--- config.mk ---
export PLATFORM = sky130hd
export DESIGN_NAME = gati_cordic
export DESIGN_NICKNAME = d
export VERILOG_FILES = /design/src/hw/rtl/gati_pkg.sv /design/src/hw/rtl/gati_cordic.sv
export SDC_FILE = /design/constraint.sdc
export NUM_CORES = 1
export LEC_CHECK = 0
export ABC_CLOCK_PERIOD_IN_PS = 8820
export BUFFER_PORTS_ARGS = -buffer_cell sky130_fd_sc_hd__buf_2
export CORE_MARGIN = 2
export CORE_UTILIZATION = 50
export DETAILED_ROUTE_END_ITERATION = 12
export GPL_TIMING_DRIVEN = 0
export PLACE_DENSITY = 0.72
export SLEW_MARGIN = 20
export SYNTH_ARGS = -nofsm -noshare
export SYNTH_HDL_FRONTEND = slang
export SYNTH_SLANG_ARGS = --single-unit
export TNS_END_PERCENT = 20
--- constraint.sdc ---
create_clock -name clk -period 8.82 [get_ports clk]
set_input_delay 1.764 -clock clk [delete_from_list [all_inputs] [get_ports clk]]
set_output_delay 1.764 -clock clk [all_outputs]
set_load 0.02 [all_outputs]
--- src/hw/rtl/gati_pkg.sv ---
// ----------------------------------------------------------------------------
// gati_pkg
// Shared constants, lane result types and the CORDIC arctangent table.
// ----------------------------------------------------------------------------
package gati_pkg;

    localparam int CORDIC_ITERATIONS = 24;
    localparam int ITER_N = (CORDIC_ITERATIONS > 32) ? 32 : CORDIC_ITERATIONS;
    localparam int ITER_W = 6;

    localparam int ACC_W   = 36;
    localparam int VEC_W   = 32;
    localparam int DIFF_W  = 14;
    localparam int STEP_W  = 25;
    localparam int ANGLE_W = 32;
    localparam int HEAD_W  = 26;

    localparam logic signed [ACC_W-1:0] HALF_TURN_Q8  = 36'sd4608000000;
    localparam logic signed [ACC_W-1:0] ROUND_Q8      = 36'sd128;
    localparam logic signed [ACC_W-1:0] ANGLE_LIMIT   = 36'sd18000000;
    localparam logic signed [ANGLE_W-1:0] QUARTER_TURN = 32'sd9000000;
    localparam logic [HEAD_W-1:0] HEADING_START       = 26'd18000000;
    localparam logic signed [27:0] FULL_TURN          = 28'sd36000000;
    localparam logic [19:0] RATE_K_Q24                = 20'd676005;

    localparam logic [2:0] REG_ACC_ZERO_X  = 3'd0;
    localparam logic [2:0] REG_ACC_ZERO_Y  = 3'd1;
    localparam logic [2:0] REG_ACC_ZERO_Z  = 3'd2;
    localparam logic [2:0] REG_GYRO_GAIN_X = 3'd3;
    localparam logic [2:0] REG_GYRO_GAIN_Y = 3'd4;
    localparam logic [2:0] REG_GYRO_GAIN_Z = 3'd5;

    localparam logic KIND_START = 1'b0;
    localparam logic KIND_GYRO  = 1'b1;

    typedef struct packed {
        logic                      done;
        logic signed [ANGLE_W-1:0] angle;
    } cordic_res_t;

    typedef struct packed {
        logic                     done;
        logic signed [STEP_W-1:0] step;
    } rate_res_t;

    // atan(2^-i) in degrees * 25600000
    function automatic logic [30:0] atan_entry(input logic [4:0] i);
        logic [30:0] v;
        case (i)
            5'd0:  v = 31'd1152000000;
            5'd1:  v = 31'd680065310;
            5'd2:  v = 31'd359327833;
            5'd3:  v = 31'd182400419;
            5'd4:  v = 31'd91554160;
            5'd5:  v = 31'd45821712;
            5'd6:  v = 31'd22916447;
            5'd7:  v = 31'd11458923;
            5'd8:  v = 31'd5729549;
            5'd9:  v = 31'd2864785;
            5'd10: v = 31'd1432394;
            5'd11: v = 31'd716197;
            5'd12: v = 31'd358099;
            5'd13: v = 31'd179049;
            5'd14: v = 31'd89525;
            5'd15: v = 31'd44762;
            5'd16: v = 31'd22381;
            5'd17: v = 31'd11191;
            5'd18: v = 31'd5595;
            5'd19: v = 31'd2798;
            5'd20: v = 31'd1399;
            5'd21: v = 31'd699;
            5'd22: v = 31'd350;
            5'd23: v = 31'd175;
            5'd24: v = 31'd87;
            5'd25: v = 31'd44;
            5'd26: v = 31'd22;
            5'd27: v = 31'd11;
            5'd28: v = 31'd5;
            5'd29: v = 31'd3;
            5'd30: v = 31'd1;
            5'd31: v = 31'd1;
            default: v = 31'd0;
        endcase
        return v;
    endfunction

endpackage

--- src/hw/rtl/gati_cordic.sv ---
// ----------------------------------------------------------------------------
// gati_cordic
// Iterative vectoring CORDIC lane, one rotation per cycle, gives atan2(y, x).
// ----------------------------------------------------------------------------
module gati_cordic (
    input  logic                                clk,
    input  logic                                rst_n,
    input  logic                                start,
    input  logic signed [gati_pkg::DIFF_W-1:0]  y_in,
    input  logic signed [gati_pkg::DIFF_W-1:0]  x_in,
    output gati_pkg::cordic_res_t               res
);
    import gati_pkg::*;

    logic signed [VEC_W-1:0]  x_reg, y_reg, x_next, y_next;
    logic signed [ACC_W-1:0]  acc_reg, acc_next;
    logic [ITER_W-1:0]        it_reg, it_next;
    logic                     busy_reg, busy_next, done_reg, done_next;
    logic                     zero_reg, zero_next;

    logic signed [DIFF_W-1:0] xs, ys;
    logic signed [VEC_W-1:0]  sx, sy;
    logic signed [ACC_W-1:0]  tab, rnd;

    assign sx  = x_reg >>> it_reg[4:0];
    assign sy  = y_reg >>> it_reg[4:0];
    assign tab = signed'({5'b0, atan_entry(it_reg[4:0])});
    assign xs  = x_in[DIFF_W-1] ? -x_in : x_in;
    assign ys  = x_in[DIFF_W-1] ? -y_in : y_in;

    always_comb
    begin
        x_next    = x_reg;
        y_next    = y_reg;
        acc_next  = acc_reg;
        it_next   = it_reg;
        busy_next = busy_reg;
        done_next = done_reg;
        zero_next = zero_reg;
        if (start)
        begin
            x_next    = {{(VEC_W-DIFF_W-16){xs[DIFF_W-1]}}, xs, 16'b0};
            y_next    = {{(VEC_W-DIFF_W-16){ys[DIFF_W-1]}}, ys, 16'b0};
            zero_next = (x_in == '0) && (y_in == '0);
            if (x_in[DIFF_W-1])
                acc_next = y_in[DIFF_W-1] ? -HALF_TURN_Q8 : HALF_TURN_Q8;
            else
                acc_next = '0;
            it_next   = '0;
            busy_next = 1'b1;
            done_next = 1'b0;
        end
        else if (busy_reg)
        begin
            if (!y_reg[VEC_W-1])
            begin
                x_next   = x_reg + sy;
                y_next   = y_reg - sx;
                acc_next = acc_reg + tab;
            end
            else
            begin
                x_next   = x_reg - sy;
                y_next   = y_reg + sx;
                acc_next = acc_reg - tab;
            end
            it_next = it_reg + 1'b1;
            if (it_reg == ITER_W'(ITER_N - 1))
            begin
                busy_next = 1'b0;
                done_next = 1'b1;
            end
        end
    end

    always_ff @(posedge clk or negedge rst_n)
    begin
        if (!rst_n)
        begin
            busy_reg <= 1'b0;
            done_reg <= 1'b0;
            it_reg   <= '0;
        end
        else
        begin
            busy_reg <= busy_next;
            done_reg <= done_next;
            it_reg   <= it_next;
        end
    end

    always_ff @(posedge clk)
    begin
        x_reg    <= x_next;
        y_reg    <= y_next;
        acc_reg  <= acc_next;
        zero_reg <= zero_next;
    end

    // round to 1e-5 degree and clamp to half a turn
    assign rnd = (acc_reg + ROUND_Q8) >>> 8;

    always_comb
    begin
        res.done = done_reg;
        if (zero_reg)
            res.angle = '0;
        else if (rnd > ANGLE_LIMIT)
            res.angle = ANGLE_W'(ANGLE_LIMIT);
        else if (rnd < -ANGLE_LIMIT)
            res.angle = ANGLE_W'(-ANGLE_LIMIT);
        else
            res.angle = rnd[ANGLE_W-1:0];
    end

endmodule

* After elaboration in Yosys (flattened, before gate mapping) *
Memories as Yosys holds them, arrays and structs flattened.
Cells that the tools add are included.
Widths: inputs -> output; s select.

storage, ports and cells
  memories kept = 1
  flip-flop bits (word level) = 109
  bits in read-only memories = 992
  logic and storage cells = 55
  input bits = 31
  output and inout port bits = 33

operators by class
  shifts and indexed selects = 2
  add/sub/neg operators = 10
  equality and inequality tests = 1
  $lt $le $gt $ge = 2
  reductions and logical operators = 6
  multiplexer cells = 24

memories
  memory           words  bits a word  read ports  clocked after Yosys merged registers in  write ports  RTL line        source
  (no name shown)  32     31           1           0                                        0            gati_pkg.sv:49  case (i)

operator list
  kind                   count
  $mux 32                9
  $mux 36                5
  $add 32x32->32         2
  $sshr 32x5->32         2
  $sub 32x32->32         2
  $add 36x32->36         1
  $add 36x9->36 const B  1
  $sub 36x32->36         1
  $gt 28x26->1 const B   1
  $logic_not 14->1       2
  $lt 28x26->1 const B   1
  $mux 14                2
  $neg 14->14            2
  $mux 6                 2
  $add 6x1->6 const B    1
  $eq 6x5->1 const B     1
  $mux 1                 6
  $reduce_bool 2->1      2
  $reduce_and 2->1       1
  $logic_and 1x1->1      1

* Depth between registers and ports, before layout *
  word-level depth = 5
  gate-level depth with buffers = 29
  gate-level depth less buffers = 23

* Worst setup path after synthesis *
No wires, ideal clock.

  path type = register -> output
  start point = register acc_reg[7]
  end point = output res[10] (netlist name)
  buffers on the path = 2
  data arrival time = 4228 ps
  stages on the path, launching flop included = 17
  data required time = 7056 ps
  slack = 2828 ps
  cells stage by stage = edfxtp_1 -> ha_1 -> nand4_1 -> or3_1 -> clkbuf_1 -> nand2b_1 -> nor2_1 -> nand3_1 -> xnor2_1 -> and3_1 -> nand2b_1 -> a21oi_1 -> a21oi_1 -> ha_1 -> clkbuf_1 -> inv_1 -> a2111oi_0

RTL lines
  what                      RTL line           source
  start: declaration        gati_cordic.sv:16  logic signed [ACC_W-1:0] acc_reg, acc_next;
  start signal: assignment  gati_cordic.sv:96  acc_reg <= acc_next;
  end: declaration          gati_cordic.sv:11  output gati_pkg::cordic_res_t res

* Worst setup path after layout *
  start point = register it_reg[2]
  end point = register acc_reg[32], data pin

on the way
  word-level cells in the longest chain between the ends = 5
  elaborated cells between the ends (all ways) = 6
  those cells by class = add/sub: 2; mux: 3; memory: 1

RTL lines
  what                                              RTL line                              source
  start: declaration                                gati_cordic.sv:17                     logic [ITER_W-1:0] it_reg, it_next;
  start signal: assignment                          gati_cordic.sv:88                     it_reg <= it_next;
  $mem_v2 32x31 (*)                                 -
  $add 36x32->36 or $sub 36x32->36 (tied branches)  gati_cordic.sv:59, gati_cordic.sv:65
  $mux 36 (*)                                       gati_cordic.sv:55                     if (!y_reg[VEC_W-1])
  $mux 36 (*)                                       gati_cordic.sv:53                     else if (busy_reg)
  $mux 36 (*)                                       gati_cordic.sv:40                     if (start)
  via acc_next[32]                                  gati_cordic.sv:16

The timed path passes the listed nets; every way through them passes the cells marked *. The select of a mux whose other input is x is not followed.
A chain may end at the register's enable or synchronous reset.

==> results by group <==
STA
  – Max Slew Vio Count: 0
  – Worst slew pin tran: 1.235 ns
  – Setup TNS Final: 0 ns
  – Rel. slew slack: 17.39%
  – Final setup margin: 0.3368 ns
  – RSZ-0062 raised after global routing: false
  – Fmax: 117.9 MHz
  – Period utilization: 96.18%
  – Final Skew: 0.01443 ns
  – Final hold vios: 0
  – Crit path time final: 8.483 ns
  – Final setup viols: 0

Worst setup path
  – R2r setup slk: 0.34 ns
  – Reg2Reg Launch Point: it_reg[2]$_DFFE_PN0P_
  – Data required, critical path: 8.95 ns
  – Setup crit start kind: flip-flop
  – Crit. End Element: flip-flop
  – Cells on worst reg2reg path: 26
  – Worst Setup SP: it_reg[2]$_DFFE_PN0P_
  – Worst reg2reg endpoint: acc_reg[32]$_DFFE_PP_
  – Crit-path max FO: 12
  – WS Path Type: flip-flop to flip-flop
  – Worst Path Arrival: 8.62 ns

Die
  – Core area: 35,480 sq um
  – IO Count: 64
  – FP Rows: 69
  – Initial Util: 50.76%
  – Die footprint: 37,550 sq um
  – Die H: 193.8 um
  – Die width: 193.8 um

Synthesis
  – Synthesized net count: 2,353
  – Register area share after synthesis: 16.17%
  – Post-synth top flop: edfxtp_1
  – Synth warn: 0
  – Seq cells post-synth: 109
  – Unique masters post-synth: 94
  – FFs w/ async S/R, synth: 7.339%
  – Syn Inst Count: 2,202
  – Synth Cell Area: 18,010 sq um
  – Post-synth EDFFs: 69
  – Synth Area per Inst: 8.179 sq um

GRT
  – Grt ovf: 0
  – Vias in the first global route: 18,750
  – GRT Util Overall: 42.62%
  – First-pass GRT wire length: 119,600 um
  – Antenna violations before repair: 4
  – Largest net degree at the start of global routing: 56

Clocking
  – CTS Sinks: 109
  – Count of cells resized by post-cts repair: 0
  – Post-CTS Setup Repair Bufs: 0
  – CTS tree: done
  – Reg clk slew, reported paths: 0.09 ns
  – Clock Latency Late Sink: 0.41 ns
  – Hold_buf cts: 0
  – H-tree depth: 3
  – Max Root-Sink Buffers: 2
  – Total CTS buffers: 9
  – Root Driver: clkbuf_16

Cells and area
  – Layout cell share with drive strength beyond 1: 12.49%
  – Area delta synth->final: 6.913%
  – Number of flip-flops in the largest register: 36
  – Layout net count: 2,428

Route
  – Via count: 19,300
  – DRC Markers: 0
  – WL/cell: 29.68 um
  – Final WL: 81,560 um
  – 1st-iter DRT viols: 1,926
  – DR vias/cell: 7.023
  – Antenna viol nets, final: 0
  – DRT Pass-1 Iters: 6

Placed design
  – Worst slack at placement: 0.5891 ns
  – HPWL after detailed placement: 64,600 um
  – Final GP Congestion: 1.064
  – Buffers on Ports: 62

Hold path
  – Worst hold endpoint: y_reg[2]$_SDFFE_PP0P_
  – Worst Hold Class: flip-flop to flip-flop
  – Hold depth: 2
  – Min-Delay Startpoint: y_reg[2]$_SDFFE_PP0P_

Status
  – Status: finished clean

Power
  – P_leak: 7.959 nW
  – Peak VDD IR: 0.4039 mV
  – Pwr/cell area: 486.2 nW/um^2

Job
  – Max-cap violations: 0
per-layer routing:
| metal | up-vias | track usage, % | routed length (um) |
|---|---|---|---|
| li1 | 8478 | - | - |
| met1 | 9365 | 49.53 | 30610 |
| met2 | 1155 | 68.85 | 36720 |
| met3 | 298 | 11.38 | 8157 |
| met4 | 2 | 28.72 | 6026 |
| met5 | - | 0.8940 | 34 |
synth_stat cells, types with 40 or more instances:
master    count  share of area, %
edfxtp_1     69                12
nand3_1      47               1.3
mux4_2       61               7.6
ha_1        117               8.1
mux2i_1      73               4.1
and3_1       40               1.4
inv_1        54               1.1
clkbuf_1     72               1.5
nand2_1     145               3.0
xnor2_1     112               5.4
a21oi_1     168               4.7
nor2_1      236               4.9
o21ai_0     124               3.4
o22ai_1      40               1.4
xor2_1       97               4.7
a21o_1       52               2.2
how the worst max path moves through the flow:
stage                                  endpoint  slack (ns)  depth (start not counted)
after global routing      acc_reg[35]$_DFFE_PP_        0.01                         28
after floorplan                         res[10]        2.83                         16
after CTS                 acc_reg[32]$_DFFE_PP_        0.54                         26
after global placement    acc_reg[32]$_DFFE_PP_        0.58                         26
after detailed placement  acc_reg[32]$_DFFE_PP_        0.59                         26
final                     acc_reg[32]$_DFFE_PP_        0.34                         26
per-stage QoR:
stage	utilization [%]	hold slack, ns	cell area, sq um	instances	total power (W)
after global placement	53.26	0.5089	18900	2725	0.008481
after detailed placement	53.40	0.5263	18950	2727	0.008673
after floorplan	-	0.4637	18010	2202	0.006758
after global routing	54.23	0.5790	19240	2743	0.01002
final	54.26	0.5363	19250	2748	0.009361
after CTS	54.21	0.5373	19240	2743	0.009142
kinds of logic (layout without fill, tap and decap cells):
family | Yosys count | in the layout | synth area share, %
DFF | 109 | 109 | 16.17
buffers and inverters | 202 | 282 | 5.468
xor gates and xnor gates | 211 | 211 | 10.43
muxes | 180 | 180 | 15.07
and+or+nand+nor | 710 | 710 | 19.89
adders and majority gates | 120 | 120 | 8.462
AOI/OAI and AO/OA | 670 | 670 | 24.51
other | 0 | 5 | 0
placed cells by master, fill, tap and decap left out, types with 61 or more instances in the layout:
cell / n
nor2_1: 236
a21oi_1: 168
nand2_1: 145
o21ai_0: 124
ha_1: 117
xnor2_1: 112
xor2_1: 97
buf_2: 84
mux2i_1: 73
clkbuf_1: 70
edfxtp_1: 69
mux4_2: 61
report_power, final:
part,switching [W],internal [W]
Sequential,0.000440,0.000880
Clock,0.000235,0.000199
Combinational,0.00444,0.00317
worst max-delay path: stages, from the launching register on:
cell and delay [ns]:
dfrtp_1 0.50, buf_2 0.26, buf_4 0.21, inv_1 0.28
buf_1 0.69, buf_4 0.33, clkbuf_1 0.60, ha_1 0.21
o21ai_0 0.09, a221oi_1 0.69, nor2b_1 0.25, nand2b_1 0.10
nor3_1 0.38, a41oi_1 0.32, buf_2 0.32, xnor2_1 0.19
ha_1 0.25, a21o_1 0.17, a21o_1 0.17, a21oi_1 0.14
o21ai_0 0.20, a2111oi_0 0.68, a21boi_0 0.31, or3_1 0.43
a21oi_1 0.18, xor2_1 0.15, o21ai_0 0.09
final cells by class:
cell class,instances,area [sq um]
inverter,54,205.2
clock buffer,9,225.2
tap,461,576.8
buffer,148,787.0
fill,3340,16230
timing repair buffer,64,345.3
antenna,5,12.51
sequential,109,2913
multi-input combinational,1891,14130
clock inverter,7,63.81
Power figures use the tool's default switching activity.
