[config.mk]
export PLATFORM = sky130hd
export DESIGN_NAME = gati_rate
export DESIGN_NICKNAME = d
export VERILOG_FILES = /design/src/hw/rtl/gati_pkg.sv /design/src/hw/rtl/gati_rate.sv
export SDC_FILE = /design/constraint.sdc
export NUM_CORES = 1
export LEC_CHECK = 0
export BUFFER_PORTS_ARGS = -buffer_cell sky130_fd_sc_hd__buf_2
export CAP_MARGIN = 30
export CORE_MARGIN = 2
export CORE_UTILIZATION = 35
export CTS_CLUSTER_SIZE = 24
export DETAILED_ROUTE_END_ITERATION = 16
export PLACE_DENSITY = 0.48
export SYNTH_ARGS = -nofsm -noshare
export SYNTH_HDL_FRONTEND = slang
export SYNTH_SLANG_ARGS = --single-unit
[constraint.sdc]
create_clock -name clk -period 8.45 [get_ports clk]
set_clock_uncertainty 0.15 [all_clocks]
set_input_delay 1.2675 -clock clk [delete_from_list [all_inputs] [get_ports clk]]
set_output_delay 1.2675 -clock clk [all_outputs]
set_load 0.01 [all_outputs]
[src/hw/rtl/gati_pkg.sv]
// ----------------------------------------------------------------------------
// gati_pkg
// Shared constants, lane result types and the CORDIC arctangent table.
// ----------------------------------------------------------------------------
package gati_pkg;

    localparam int CORDIC_ITERATIONS = 24;
    localparam int ITER_N = (CORDIC_ITERATIONS > 32) ? 32 : CORDIC_ITERATIONS;
    localparam int ITER_W = 6;

    localparam int ACC_W   = 36;
    localparam int VEC_W   = 32;
    localparam int DIFF_W  = 14;
    localparam int STEP_W  = 25;
    localparam int ANGLE_W = 32;
    localparam int HEAD_W  = 26;

    localparam logic signed [ACC_W-1:0] HALF_TURN_Q8  = 36'sd4608000000;
    localparam logic signed [ACC_W-1:0] ROUND_Q8      = 36'sd128;
    localparam logic signed [ACC_W-1:0] ANGLE_LIMIT   = 36'sd18000000;
    localparam logic signed [ANGLE_W-1:0] QUARTER_TURN = 32'sd9000000;
    localparam logic [HEAD_W-1:0] HEADING_START       = 26'd18000000;
    localparam logic signed [27:0] FULL_TURN          = 28'sd36000000;
    localparam logic [19:0] RATE_K_Q24                = 20'd676005;

    localparam logic [2:0] REG_ACC_ZERO_X  = 3'd0;
    localparam logic [2:0] REG_ACC_ZERO_Y  = 3'd1;
    localparam logic [2:0] REG_ACC_ZERO_Z  = 3'd2;
    localparam logic [2:0] REG_GYRO_GAIN_X = 3'd3;
    localparam logic [2:0] REG_GYRO_GAIN_Y = 3'd4;
    localparam logic [2:0] REG_GYRO_GAIN_Z = 3'd5;

    localparam logic KIND_START = 1'b0;
    localparam logic KIND_GYRO  = 1'b1;

    typedef struct packed {
        logic                      done;
        logic signed [ANGLE_W-1:0] angle;
    } cordic_res_t;

    typedef struct packed {
        logic                     done;
        logic signed [STEP_W-1:0] step;
    } rate_res_t;

    // atan(2^-i) in degrees * 25600000
    function automatic logic [30:0] atan_entry(input logic [4:0] i);
        logic [30:0] v;
        case (i)
            5'd0:  v = 31'd1152000000;
            5'd1:  v = 31'd680065310;
            5'd2:  v = 31'd359327833;
            5'd3:  v = 31'd182400419;
            5'd4:  v = 31'd91554160;
            5'd5:  v = 31'd45821712;
            5'd6:  v = 31'd22916447;
            5'd7:  v = 31'd11458923;
            5'd8:  v = 31'd5729549;
            5'd9:  v = 31'd2864785;
            5'd10: v = 31'd1432394;
            5'd11: v = 31'd716197;
            5'd12: v = 31'd358099;
            5'd13: v = 31'd179049;
            5'd14: v = 31'd89525;
            5'd15: v = 31'd44762;
            5'd16: v = 31'd22381;
            5'd17: v = 31'd11191;
            5'd18: v = 31'd5595;
            5'd19: v = 31'd2798;
            5'd20: v = 31'd1399;
            5'd21: v = 31'd699;
            5'd22: v = 31'd350;
            5'd23: v = 31'd175;
            5'd24: v = 31'd87;
            5'd25: v = 31'd44;
            5'd26: v = 31'd22;
            5'd27: v = 31'd11;
            5'd28: v = 31'd5;
            5'd29: v = 31'd3;
            5'd30: v = 31'd1;
            5'd31: v = 31'd1;
            default: v = 31'd0;
        endcase
        return v;
    endfunction

endpackage

[src/hw/rtl/gati_rate.sv]
// ----------------------------------------------------------------------------
// gati_rate
// Gyro rate lane: rate * gain * K in two multiply stages, truncated toward zero.
// ----------------------------------------------------------------------------
module gati_rate (
    input  logic              clk,
    input  logic              rst_n,
    input  logic              start,
    input  logic signed [12:0] rate,
    input  logic [15:0]       gain,
    output gati_pkg::rate_res_t res
);
    import gati_pkg::*;

    logic [12:0] mag;
    logic [28:0] prod_reg;
    logic        neg_reg;
    logic [48:0] full;
    logic [23:0] step_mag;
    logic signed [STEP_W-1:0] step_reg, step_next;
    logic        st1_reg, done_reg;

    assign mag      = rate[12] ? 13'(-rate) : 13'(rate);
    assign full     = prod_reg * RATE_K_Q24;
    assign step_mag = full[47:24];
    assign step_next = neg_reg ? -signed'({1'b0, step_mag}) : signed'({1'b0, step_mag});

    always_ff @(posedge clk or negedge rst_n)
    begin
        if (!rst_n)
        begin
            st1_reg  <= 1'b0;
            done_reg <= 1'b0;
        end
        else
        begin
            st1_reg  <= start;
            if (start)
                done_reg <= 1'b0;
            else if (st1_reg)
                done_reg <= 1'b1;
        end
    end

    always_ff @(posedge clk)
    begin
        if (start)
        begin
            prod_reg <= mag * gain;
            neg_reg  <= rate[12];
        end
        if (st1_reg)
            step_reg <= step_next;
    end

    assign res.done = done_reg;
    assign res.step = step_reg;

endmodule

Word-level counts from Yosys, hierarchy flattened
Cells that the tools add are included.
- flip-flop bits (word level): 57
- output and inout bits: 26
- logic and storage cells: 15
- $add $sub $neg: 2
- $mul: 2
- mux-type cells: 4
- reduce and logical (&&, ||, !) cells: 1
- operator list (cell ; count):
    $mul A29 B20 Y48 const B ; 1
    $mul A13 B16 Y29 ; 1
    $neg A24 Y25 ; 1
    $mux W24 ; 1
    $mux W13 ; 1
    $neg A13 Y13 ; 1
    $mux W1 ; 2
    $reduce_bool A2 Y1 ; 1

Depth between registers and ports, before layout
Gate-level depths: netlist (run 1).
- depth after elaboration: 3
- depth in mapped cells: 28
- depth with buffers taken out: 27

Worst setup path before layout (run 1)
No wires, ideal clock.
- path type: input to register
- start point: input port rate[2]
- end point: register prod_reg[28], data pin
- setup time: 0.260 ns
- arrival time: 7.647 ns
- required time: 8.040 ns
- path slack: 0.393 ns
- stages: 24
- path buffers: 1
- cells stage by stage: nor3_1 -> nand2_1 -> or4_1 -> or3_1 -> nor4b_1 -> clkbuf_1 -> nand2_1 -> fa_1 -> fa_1 -> inv_1 -> fa_1 -> inv_1 -> fa_1 -> inv_1 -> fa_1 -> ha_1 -> a21o_1 -> a41oi_1 -> o2111a_1 -> o31ai_1 -> o41ai_1 -> o21ai_0 -> a21oi_1 -> xnor2_1
- word-level cells in the longest chain between the ends: 3
- ends and longest elaborated chain (item ; line ; RTL):
    start: declaration ; gati_rate.sv:9 ; input logic signed [12:0] rate,
    $neg A13 Y13 ; gati_rate.sv:23 ; assign mag = rate[12] ? 13'(-rate) : 13'(rate);
    $mux W13 (*) ; gati_rate.sv:23 ;
    $mul A13 B16 Y29 (*) ; gati_rate.sv:49 ; prod_reg <= mag * gain;
    end signal: assignment ; gati_rate.sv:49 ;
    end: declaration ; gati_rate.sv:16 ; logic [28:0] prod_reg;
Mark *: on every way between the ends. The rest lies on a longest branch, timed or not.
A chain may end at the register's enable or synchronous reset.

Final worst setup path (run 1)
- start point: register prod_reg[7]
- end point: register step_reg[21], data pin
- word-level cells in the longest chain between the ends: 3
- ends and longest elaborated chain (item ; line ; RTL):
    $mul A29 B20 Y48 (*) ; gati_rate.sv:24 ; assign full = prod_reg * RATE_K_Q24;
    $neg A24 Y25 ; gati_rate.sv:26 ; assign step_next = neg_reg ? -signed'({1'b0, step_mag}) : signed'({1'b0, step_mag});
    $mux W24 (*) ; gati_rate.sv:26 ;
    via step_next[21] ; gati_rate.sv:20 ; logic signed [STEP_W-1:0] step_reg, step_next;
    end signal: assignment ; gati_rate.sv:53 ; step_reg <= step_next;
    end: declaration ; gati_rate.sv:20 ;
Mark *: on every way through the listed nets, which the timed path passes. The rest lies on a longest branch.

==> impl_metrics.env, run 1 <==
export IMPL_gp_congestion=0.837
export IMPL_start_kind="register"
export IMPL_whs_ns=0.336
export IMPL_overflow=0
export IMPL_seq_area_frac_synth_pct=9.75
export IMPL_wire_per_inst_um=16.3
export IMPL_finalCritPeriodShare_pct=93.8
export IMPL_synthArstFlopShare_pct=3.51
export IMPL_status="finished clean"
export IMPL_cts_sink_count=57
export IMPL_grt_busiest_layer="met2"
export IMPL_synthSimpleGateAreaFrac_pct=12.8
export IMPL_grt_max_degree=33
export IMPL_start_util_pct=35.6
export IMPL_cts_htree_levels=3
export IMPL_final_layout_size_suffix_gt1_share_pct=6.55
export IMPL_slowest_stage="edfxtp_1"
export IMPL_met1_usage_pct=23.0
export IMPL_syn_inst=1842
export IMPL_drc=0
export IMPL_via_per_inst=4.84
export IMPL_die_h_um=227
export IMPL_drv_cap=0
export IMPL_ys_types=80
export IMPL_antenna_diode_count=0
export IMPL_criticalPathCategory="reg2reg"
export IMPL_syn_nets=2458
export IMPL_synth_top_family_by_area="adder cells"
export IMPL_fin_nets=2503
export IMPL_core_area_um2=49100
export IMPL_finish_utilization_pct=38.6
export IMPL_ys_warn_count=0
export IMPL_cts_root_buf="clkbuf_16"
export IMPL_syn_to_final_growth_pct=8.46
export IMPL_cts_tree="done"
export IMPL_grt_use_met3_pct=1.50
export IMPL_cts_hold_buf=0
export IMPL_drt_iter0_drc=469
export IMPL_postRouteAntennaNets=0
export IMPL_max_stage_delay_ns=0.58
export IMPL_rows=81
export IMPL_routed_via_count=12400
export IMPL_required_ns=8.41
export IMPL_final_setup_tns_ns=0
export IMPL_cts_resized_gates=0
export IMPL_antenna_found_initial=0
export IMPL_setup_viol_count_final=0
export IMPL_path_clk_slew_ns=0.06
export IMPL_synth_flop_cell="edfxtp_1"
export IMPL_synth_edf_count=55
export IMPL_final_common_cell="inv_1"
export IMPL_die_x_um=227
export IMPL_grt_pass1_wl_um=69300
export IMPL_final_cell_mix="inv_1 (384), ha_1 (301), fa_1 (283), nand2_1 (190), and2_1 (66)"
export IMPL_synth_mux_area_share_pct=0.409
export IMPL_post_cts_repair_setup_buffers=0
export IMPL_worstPathMaxFanout=11
export IMPL_clock_latency_ns=0.37
export IMPL_largest_reg_flops=29
export IMPL_grtUsageTotal_pct=17.1
export IMPL_maxSlewViolCount=0
export IMPL_ios=58
export IMPL_synth_compound_area_share_pct=9.92
export IMPL_hold_path_class="reg2reg"
export IMPL_worstMarginPinSlew_ns=0.741
export IMPL_grt_pass1_vias=13300
export IMPL_slew_limit_headroom_pct=50.3
export IMPL_crit_path_end_kind="register"
export IMPL_first_pass_iters=5
export IMPL_synthXorXnorAreaFrac_pct=3.81
export IMPL_syn_cell_area_um2=17500
export IMPL_setup_ws_ns=0.526
export IMPL_finalWirelength_um=41700
export IMPL_post_route_min_period_ns=7.92
export IMPL_synth_fa_ha_area_share_pct=54.0
export IMPL_max_freq_ghz=0.126
export IMPL_crit_top_cell="fa_1"
export IMPL_dieArea_um2=51700
export IMPL_hold_viol_final=0
export IMPL_clock_path_buffers=2
export IMPL_crit_chain="ha_1 > fa_1 > fa_1 > inv_1 > fa_1 > fa_1 > inv_1 > fa_1 > inv_1 > fa_1 > inv_1 > ha_1 > and3_1 > nand2_1 > a211o_1 > a21oi_1 > o31a_1 > o32ai_1 > a211oi_2 > nand4_1 > o31ai_1 > xnor2_1"
export IMPL_numPortBuffers=57
export IMPL_cp_data_arrival_time_ns=7.88
export IMPL_dpl_hpwl_um=36700
export IMPL_synth_seq_cells=57
export IMPL_avgSynthCellArea_um2=9.48
export IMPL_rsz0062_at_grt="false"
export IMPL_globalRouteMet2Util_pct=29.7
export IMPL_cts_buffers=9
export IMPL_dpl_worst_slack_ns=0.374
-- layer usage --
| layer | vias up | share of wire (%) |
|---|---|---|
| met5 | - | 0 |
| met4 | 0 | 1.5 |
| met3 | 26 | 1.8 |
| met2 | 130 | 49 |
| met1 | 6140 | 48 |
| li1 | 6075 | - |
-- metrics by stage --
stage,std cells,area (um2)
2_1_floorplan,1842,17500
3_3_place_gp,2539,18600
3_5_place_dp,2540,18600
4_1_cts,2556,18900
5_1_grt,2556,18900
6_report,2556,18900
-- cell usage after synthesis (all sizes together) (8+ instances only) --
library cell / count / area (um2)
nand3: 26 / 140
inv: 384 / 1440
nand2: 190 / 713
or3: 9 / 56.3
edfxtp: 55 / 1650
fa: 283 / 5670
xnor2: 49 / 429
o21ai: 40 / 200
a21oi: 58 / 290
a211oi: 8 / 70.1
clkbuf: 40 / 150
nor2: 54 / 203
o21bai: 10 / 75.1
nor2b: 17 / 106
a31oi: 8 / 62.6
nand2b: 11 / 68.8
ha: 301 / 3770
o21a: 13 / 97.6
a21o: 41 / 308
and3: 12 / 80.1
and2: 66 / 413
nor3: 19 / 100
nand4: 9 / 56.3
xor2: 26 / 235
o31ai: 8 / 73.8
-- layout make-up --
cell class / count / area (um2)
clock buffer: 9 / 225
clock inverter: 7 / 119
fill: 5025 / 30100
inverter: 384 / 1440
multi-input combinational: 1355 / 14100
sequential: 57 / 1700
tap: 664 / 831
timing repair buffer: 80 / 478
-- path summary, 6_finish.rpt --
check	from	to	slack, ns	cells after the start
max	prod_reg[7]	step_reg[21]	0.53	22
min	done_reg	done_reg	0.34	2
max reg2reg	prod_reg[7]	step_reg[21]	0.53	22
min reg2reg	done_reg	done_reg	0.34	2
max in group asynchronous	rst_n	st1_reg	7.54	1
min in group asynchronous	rst_n	done_reg	0.52	1
-- logic make-up (layout without fill, tap and decap cells) --
family / count (synthesis) / count (layout)
buffers and inverters: 430 / 480
DFF: 57 / 57
adders and majority gates: 584 / 584
and+or+nand+nor: 448 / 448
AOI/OAI and AO/OA: 241 / 241
muxes: 7 / 7
xor gates and xnor gates: 75 / 75
-- worst max-delay path: cells and delay by family, from the launching register on --
kind / cells / cell delay, ns
fa+ha+maj: 8 / 4.02
compound gates: 6 / 1.80
simple gates: 3 / 0.78
flops: 1 / 0.58
buf+inv: 4 / 0.23
xor+xnor: 1 / 0.12
Power of run 1 is left out: the tool's default activity adds up to more than one toggle a clock period on the data nets, which glitch-free logic cannot reach.
==> run 2: changes to the inputs <==
CTS_CLUSTER_SIZE = default   (was 24)
PLACE_DENSITY = default   (was 0.48)
==> run 2 against run 1 <==
Effect of this change:
- core utilization is 0.064 points lower
- via count is 0.91% higher
- critical path depth did not move
- die area stayed put
- routed wire length shrank 3.4%
- global-route usage fell by 0.67 points
- cell count down 0.12%
- cell area is 0.17% lower
- hold slack improved by 0.0055 ns
- worst setup slack worse by 0.018 ns
- critical path type unchanged
- critical endpoint is now step_reg[22]
- highest routed layer unchanged
==> impl_metrics.env, run 2 (same netlist as run 1, synthesis figures left out) <==
export IMPL_status="finished clean"
export IMPL_crit_path_end_kind="register"
export IMPL_worstPathMaxFanout=11
export IMPL_hold_viol_final=0
export IMPL_finalWirelength_um=40300
export IMPL_antenna_diode_count=0
export IMPL_final_layout_size_suffix_gt1_share_pct=6.35
export IMPL_r2r_cells=22
export IMPL_max_stage_delay_ns=0.58
export IMPL_final_setup_tns_ns=0
export IMPL_fin_nets=2500
export IMPL_overflow=0
export IMPL_dieArea_um2=51700
export IMPL_dpl_hpwl_um=35100
export IMPL_start_kind="register"
export IMPL_post_cts_repair_setup_buffers=0
export IMPL_finalCritPeriodShare_pct=94.0
export IMPL_grtUsageTotal_pct=16.4
export IMPL_drc=0
export IMPL_postRouteAntennaNets=0
export IMPL_cts_buffers=9
export IMPL_slew_limit_headroom_pct=47.1
export IMPL_cp_data_arrival_time_ns=7.88
export IMPL_gp_congestion=0.864
export IMPL_rsz0062_at_grt="false"
export IMPL_cts_resized_gates=0
export IMPL_ios=58
export IMPL_clock_path_buffers=2
export IMPL_antenna_found_initial=0
export IMPL_clock_latency_ns=0.36
export IMPL_whs_ns=0.342
export IMPL_cts_tree="done"
export IMPL_final_cell_area_um2=18900
export IMPL_path_clk_slew_ns=0.05
export IMPL_cts_htree_levels=3
export IMPL_worstMarginPinSlew_ns=0.787
export IMPL_required_ns=8.39
export IMPL_syn_to_final_growth_pct=8.28
export IMPL_cts_sink_count=57
export IMPL_cts_hold_buf=0
export IMPL_maxSlewViolCount=0
export IMPL_post_route_min_period_ns=7.94
export IMPL_placed_area_um2=18500
export IMPL_first_pass_iters=5
export IMPL_cts_root_buf="clkbuf_16"
export IMPL_rows=81
export IMPL_finish_utilization_pct=38.5
export IMPL_criticalPathCategory="reg2reg"
export IMPL_crit_chain="ha_1 > fa_1 > fa_1 > inv_1 > fa_1 > fa_1 > inv_1 > fa_1 > inv_1 > fa_1 > inv_1 > ha_1 > and3_1 > nand2_1 > a211o_1 > a21oi_1 > o31a_1 > o32ai_1 > a211oi_2 > nand3_2 > o41ai_2 > xnor2_1"
export IMPL_final_common_cell="inv_1"
export IMPL_final_cell_mix="inv_1 (384), ha_1 (301), fa_1 (283), nand2_1 (190), and2_1 (66)"
export IMPL_wire_per_inst_um=15.8
export IMPL_routed_via_count=12500
export IMPL_crit_top_cell="fa_1"
export IMPL_setup_viol_count_final=0
export IMPL_die_h_um=227
export IMPL_largest_reg_flops=29
export IMPL_numPortBuffers=57
export IMPL_holdPathStages=2
export IMPL_drv_cap=0
export IMPL_start_util_pct=35.6
export IMPL_grt_pass1_vias=13300
export IMPL_grt_max_degree=33
export IMPL_grt_pass1_wl_um=67500
export IMPL_core_area_um2=49100
export IMPL_hold_path_class="reg2reg"
export IMPL_slowest_stage="edfxtp_1"
export IMPL_max_freq_ghz=0.126
export IMPL_via_per_inst=4.89
export IMPL_die_x_um=227
export IMPL_drt_iter0_drc=507
run 2: final cells by class:
type                    count  area [um2]
fillers                  4964       30200
well taps                 664         831
flip-flops and latches     57        1700
inverters                 384        1440
multi-input cells        1355       14100
clock inverters             6         106
clock buffers              10         229
repair buffers             77         455
run 2: path summary, 6_finish.rpt:
check,from,end,slack (ns)
worst max-delay path,prod_reg[7],step_reg[22],0.51
worst min-delay path,done_reg,done_reg,0.34
worst max register to register,prod_reg[7],step_reg[22],0.51
worst min register to register,done_reg,done_reg,0.34
max in group asynchronous,rst_n,done_reg,7.52
min in group asynchronous,rst_n,st1_reg,0.53
run 2: metrics by stage:
step,std cells,setup WS [ns]
floorplan,1842,0.393
global placement,2536,0.404
detailed placement,2536,0.309
CTS,2552,0.525
global route,2553,0.114
finish,2553,0.507
run 2: worst max-delay path: cells and delay by family, from the launching register on:
kind | cells | cell delay [ns]
buf+inv | 4 | 0.24
simple gates | 3 | 0.61
xor+xnor | 1 | 0.13
compound gates | 6 | 1.85
flops | 1 | 0.58
fa+ha+maj | 8 | 4.10
run 2: metal layers:
layer	routed length, um	part of all wire, %	vias to the layer above	global-route usage, %
li1	-	-	6067	-
met1	19200	48	6175	22.3
met2	19500	48	211	28.4
met3	1190	3.0	30	1.66
met4	453	1.1	0	3.48
met5	0	0	-	0
Power of run 2 is left out for the same reason.
==> run 3: changes to the inputs <==
CORE_UTILIZATION = 53   (was 35)
PLACE_DENSITY = 0.7   (was default)
SKIP_CTS_REPAIR_TIMING = 1   (was default)
==> run 3 against run 2 <==
Effect of this change:
- critical path depth rose by 3
- count of clock-buffer cells in the layout did not move
- core utilization rose by 19 points
- cell area fell by 1.7%
- sequential cell count did not move
- via count rose by 2.4%
- sequential share of layout area rose by 0.15 points
- fmax fell by 0.15%
- register-to-register slack barely moved
- worst setup slack got worse by 0.012 ns
- cell count fell by 8.7%
- critical path type unchanged
- critical endpoint is now step_reg[20]
==> impl_metrics.env, run 3 (same netlist as run 1, synthesis figures left out) <==
export IMPL_maxSlewViolCount=0
export IMPL_setup_ws_ns=0.495
export IMPL_slew_limit_headroom_pct=40.9
export IMPL_dieArea_um2=34400
export IMPL_syn_to_final_growth_pct=6.46
export IMPL_worstMarginPinSlew_ns=0.887
export IMPL_crit_end="step_reg[20]"
export IMPL_largest_reg_flops=29
export IMPL_clock_latency_ns=0.37
export IMPL_antenna_found_initial=0
export IMPL_dpl_hpwl_um=34000
export IMPL_die_h_um=185
export IMPL_cts_root_buf="clkbuf_16"
export IMPL_clock_path_buffers=2
export IMPL_path_delay_family="adder cells"
export IMPL_startpoint="prod_reg[4]"
export IMPL_post_route_min_period_ns=7.95
export IMPL_required_ns=8.40
export IMPL_reg2reg_to="step_reg[20]"
export IMPL_final_layout_size_suffix_gt1_share_pct=6.46
export IMPL_max_stage_delay_ns=0.55
export IMPL_path_clk_slew_ns=0.06
export IMPL_numPortBuffers=57
export IMPL_finalCritPeriodShare_pct=94.1
export IMPL_cts_buffers=9
export IMPL_rsz0062_at_grt="false"
export IMPL_max_freq_ghz=0.126
export IMPL_antenna_diode_count=0
export IMPL_dpl_worst_slack_ns=0.0671
export IMPL_reg2reg_slack_ns=0.50
export IMPL_crit_path_end_kind="register"
export IMPL_grt_pass1_wl_um=65300
export IMPL_grt_max_degree=33
export IMPL_routed_via_count=12800
export IMPL_crit_top_cell="fa_1"
export IMPL_crit_buf_inv=5
export IMPL_start_kind="register"
export IMPL_final_common_cell="inv_1"
export IMPL_core_area_um2=32500
export IMPL_first_pass_iters=5
export IMPL_route_met3_wl_um=1330
export IMPL_cp_data_arrival_time_ns=7.91
export IMPL_start_util_pct=53.8
export IMPL_die_x_um=185
export IMPL_final_setup_tns_ns=0
export IMPL_wire_per_inst_um=16.7
export IMPL_met1_length_um=17300
export IMPL_cts_tree="done"
export IMPL_top_layer="met4"
export IMPL_rows=66
export IMPL_regToRegStartpoint="prod_reg[4]"
export IMPL_cp_depth=25
export IMPL_setup_viol_count_final=0
export IMPL_met2_length_um=19400
export IMPL_gp_congestion=0.904
export IMPL_fin_nets=2499
export IMPL_final_cell_mix="inv_1 (384), ha_1 (301), fa_1 (283), nand2_1 (190), and2_1 (66)"
export IMPL_postRouteAntennaNets=0
export IMPL_drt_iter0_drc=667
export IMPL_via_per_inst=5.48
export IMPL_overflow=0
export IMPL_criticalPathCategory="reg2reg"
export IMPL_status="finished clean"
export IMPL_hold_path_class="reg2reg"
export IMPL_drc=0
export IMPL_cts_sink_count=57
export IMPL_hold_viol_final=0
export IMPL_worstPathMaxFanout=7
export IMPL_cts_htree_levels=3
export IMPL_slowest_stage="fa_1"
export IMPL_r2r_cells=25
export IMPL_drv_cap=0
export IMPL_ios=58
export IMPL_grt_pass1_vias=13300
export IMPL_grtUsageTotal_pct=24.2
export IMPL_finalWirelength_um=39000
export IMPL_nFillCells=2825
## run 3: through the flow
stage	cell area, um2	utilization (%)	std cells	hold WS (ns)
finish	18600	57.3	2330	0.361
detailed placement	18300	56.2	2313	0.343
floorplan	17500	-	1842	0.311
global placement	18300	56.2	2313	0.323
global route	18600	57.3	2330	0.420
CTS	18500	57.1	2329	0.359
## run 3: worst register-to-register path, delay by kind of cell, from the launching register on
family                   cells  cell delay (ns)
adder cells (fa/ha/maj)      8             3.56
AND/OR/NAND/NOR              1             0.44
XOR/XNOR                     2             0.30
flip-flops                   1             0.45
AO/OA/AOI/OAI                9             2.42
buffers and inverters        5             0.39
## run 3: worst min path at each step
stage / startpoint / to / cells past startpoint
floorplan: done_reg / done_reg / 2
global placement: done_reg / done_reg / 2
detailed placement: done_reg / done_reg / 2
CTS: done_reg / done_reg / 2
global route: done_reg / done_reg / 2
finish: done_reg / done_reg / 2
## run 3: area by class of cell
class	count	area, um2	area share (%)
well taps	442	553	2.98
inverters	384	1440	7.76
multi-input cells	1355	14200	76.2
repair buffers	76	448	2.41
clock buffers	10	229	1.23
clock inverters	6	58.8	0.316
flip-flops and latches	57	1700	9.16
## run 3: per-layer routing
layer,GRT usage [%],vias up
met5,0,-
met4,7.78,0
met3,2.48,65
met2,42.4,275
met1,31.4,6374
li1,-,6065
Power of run 3 is left out for the same reason.
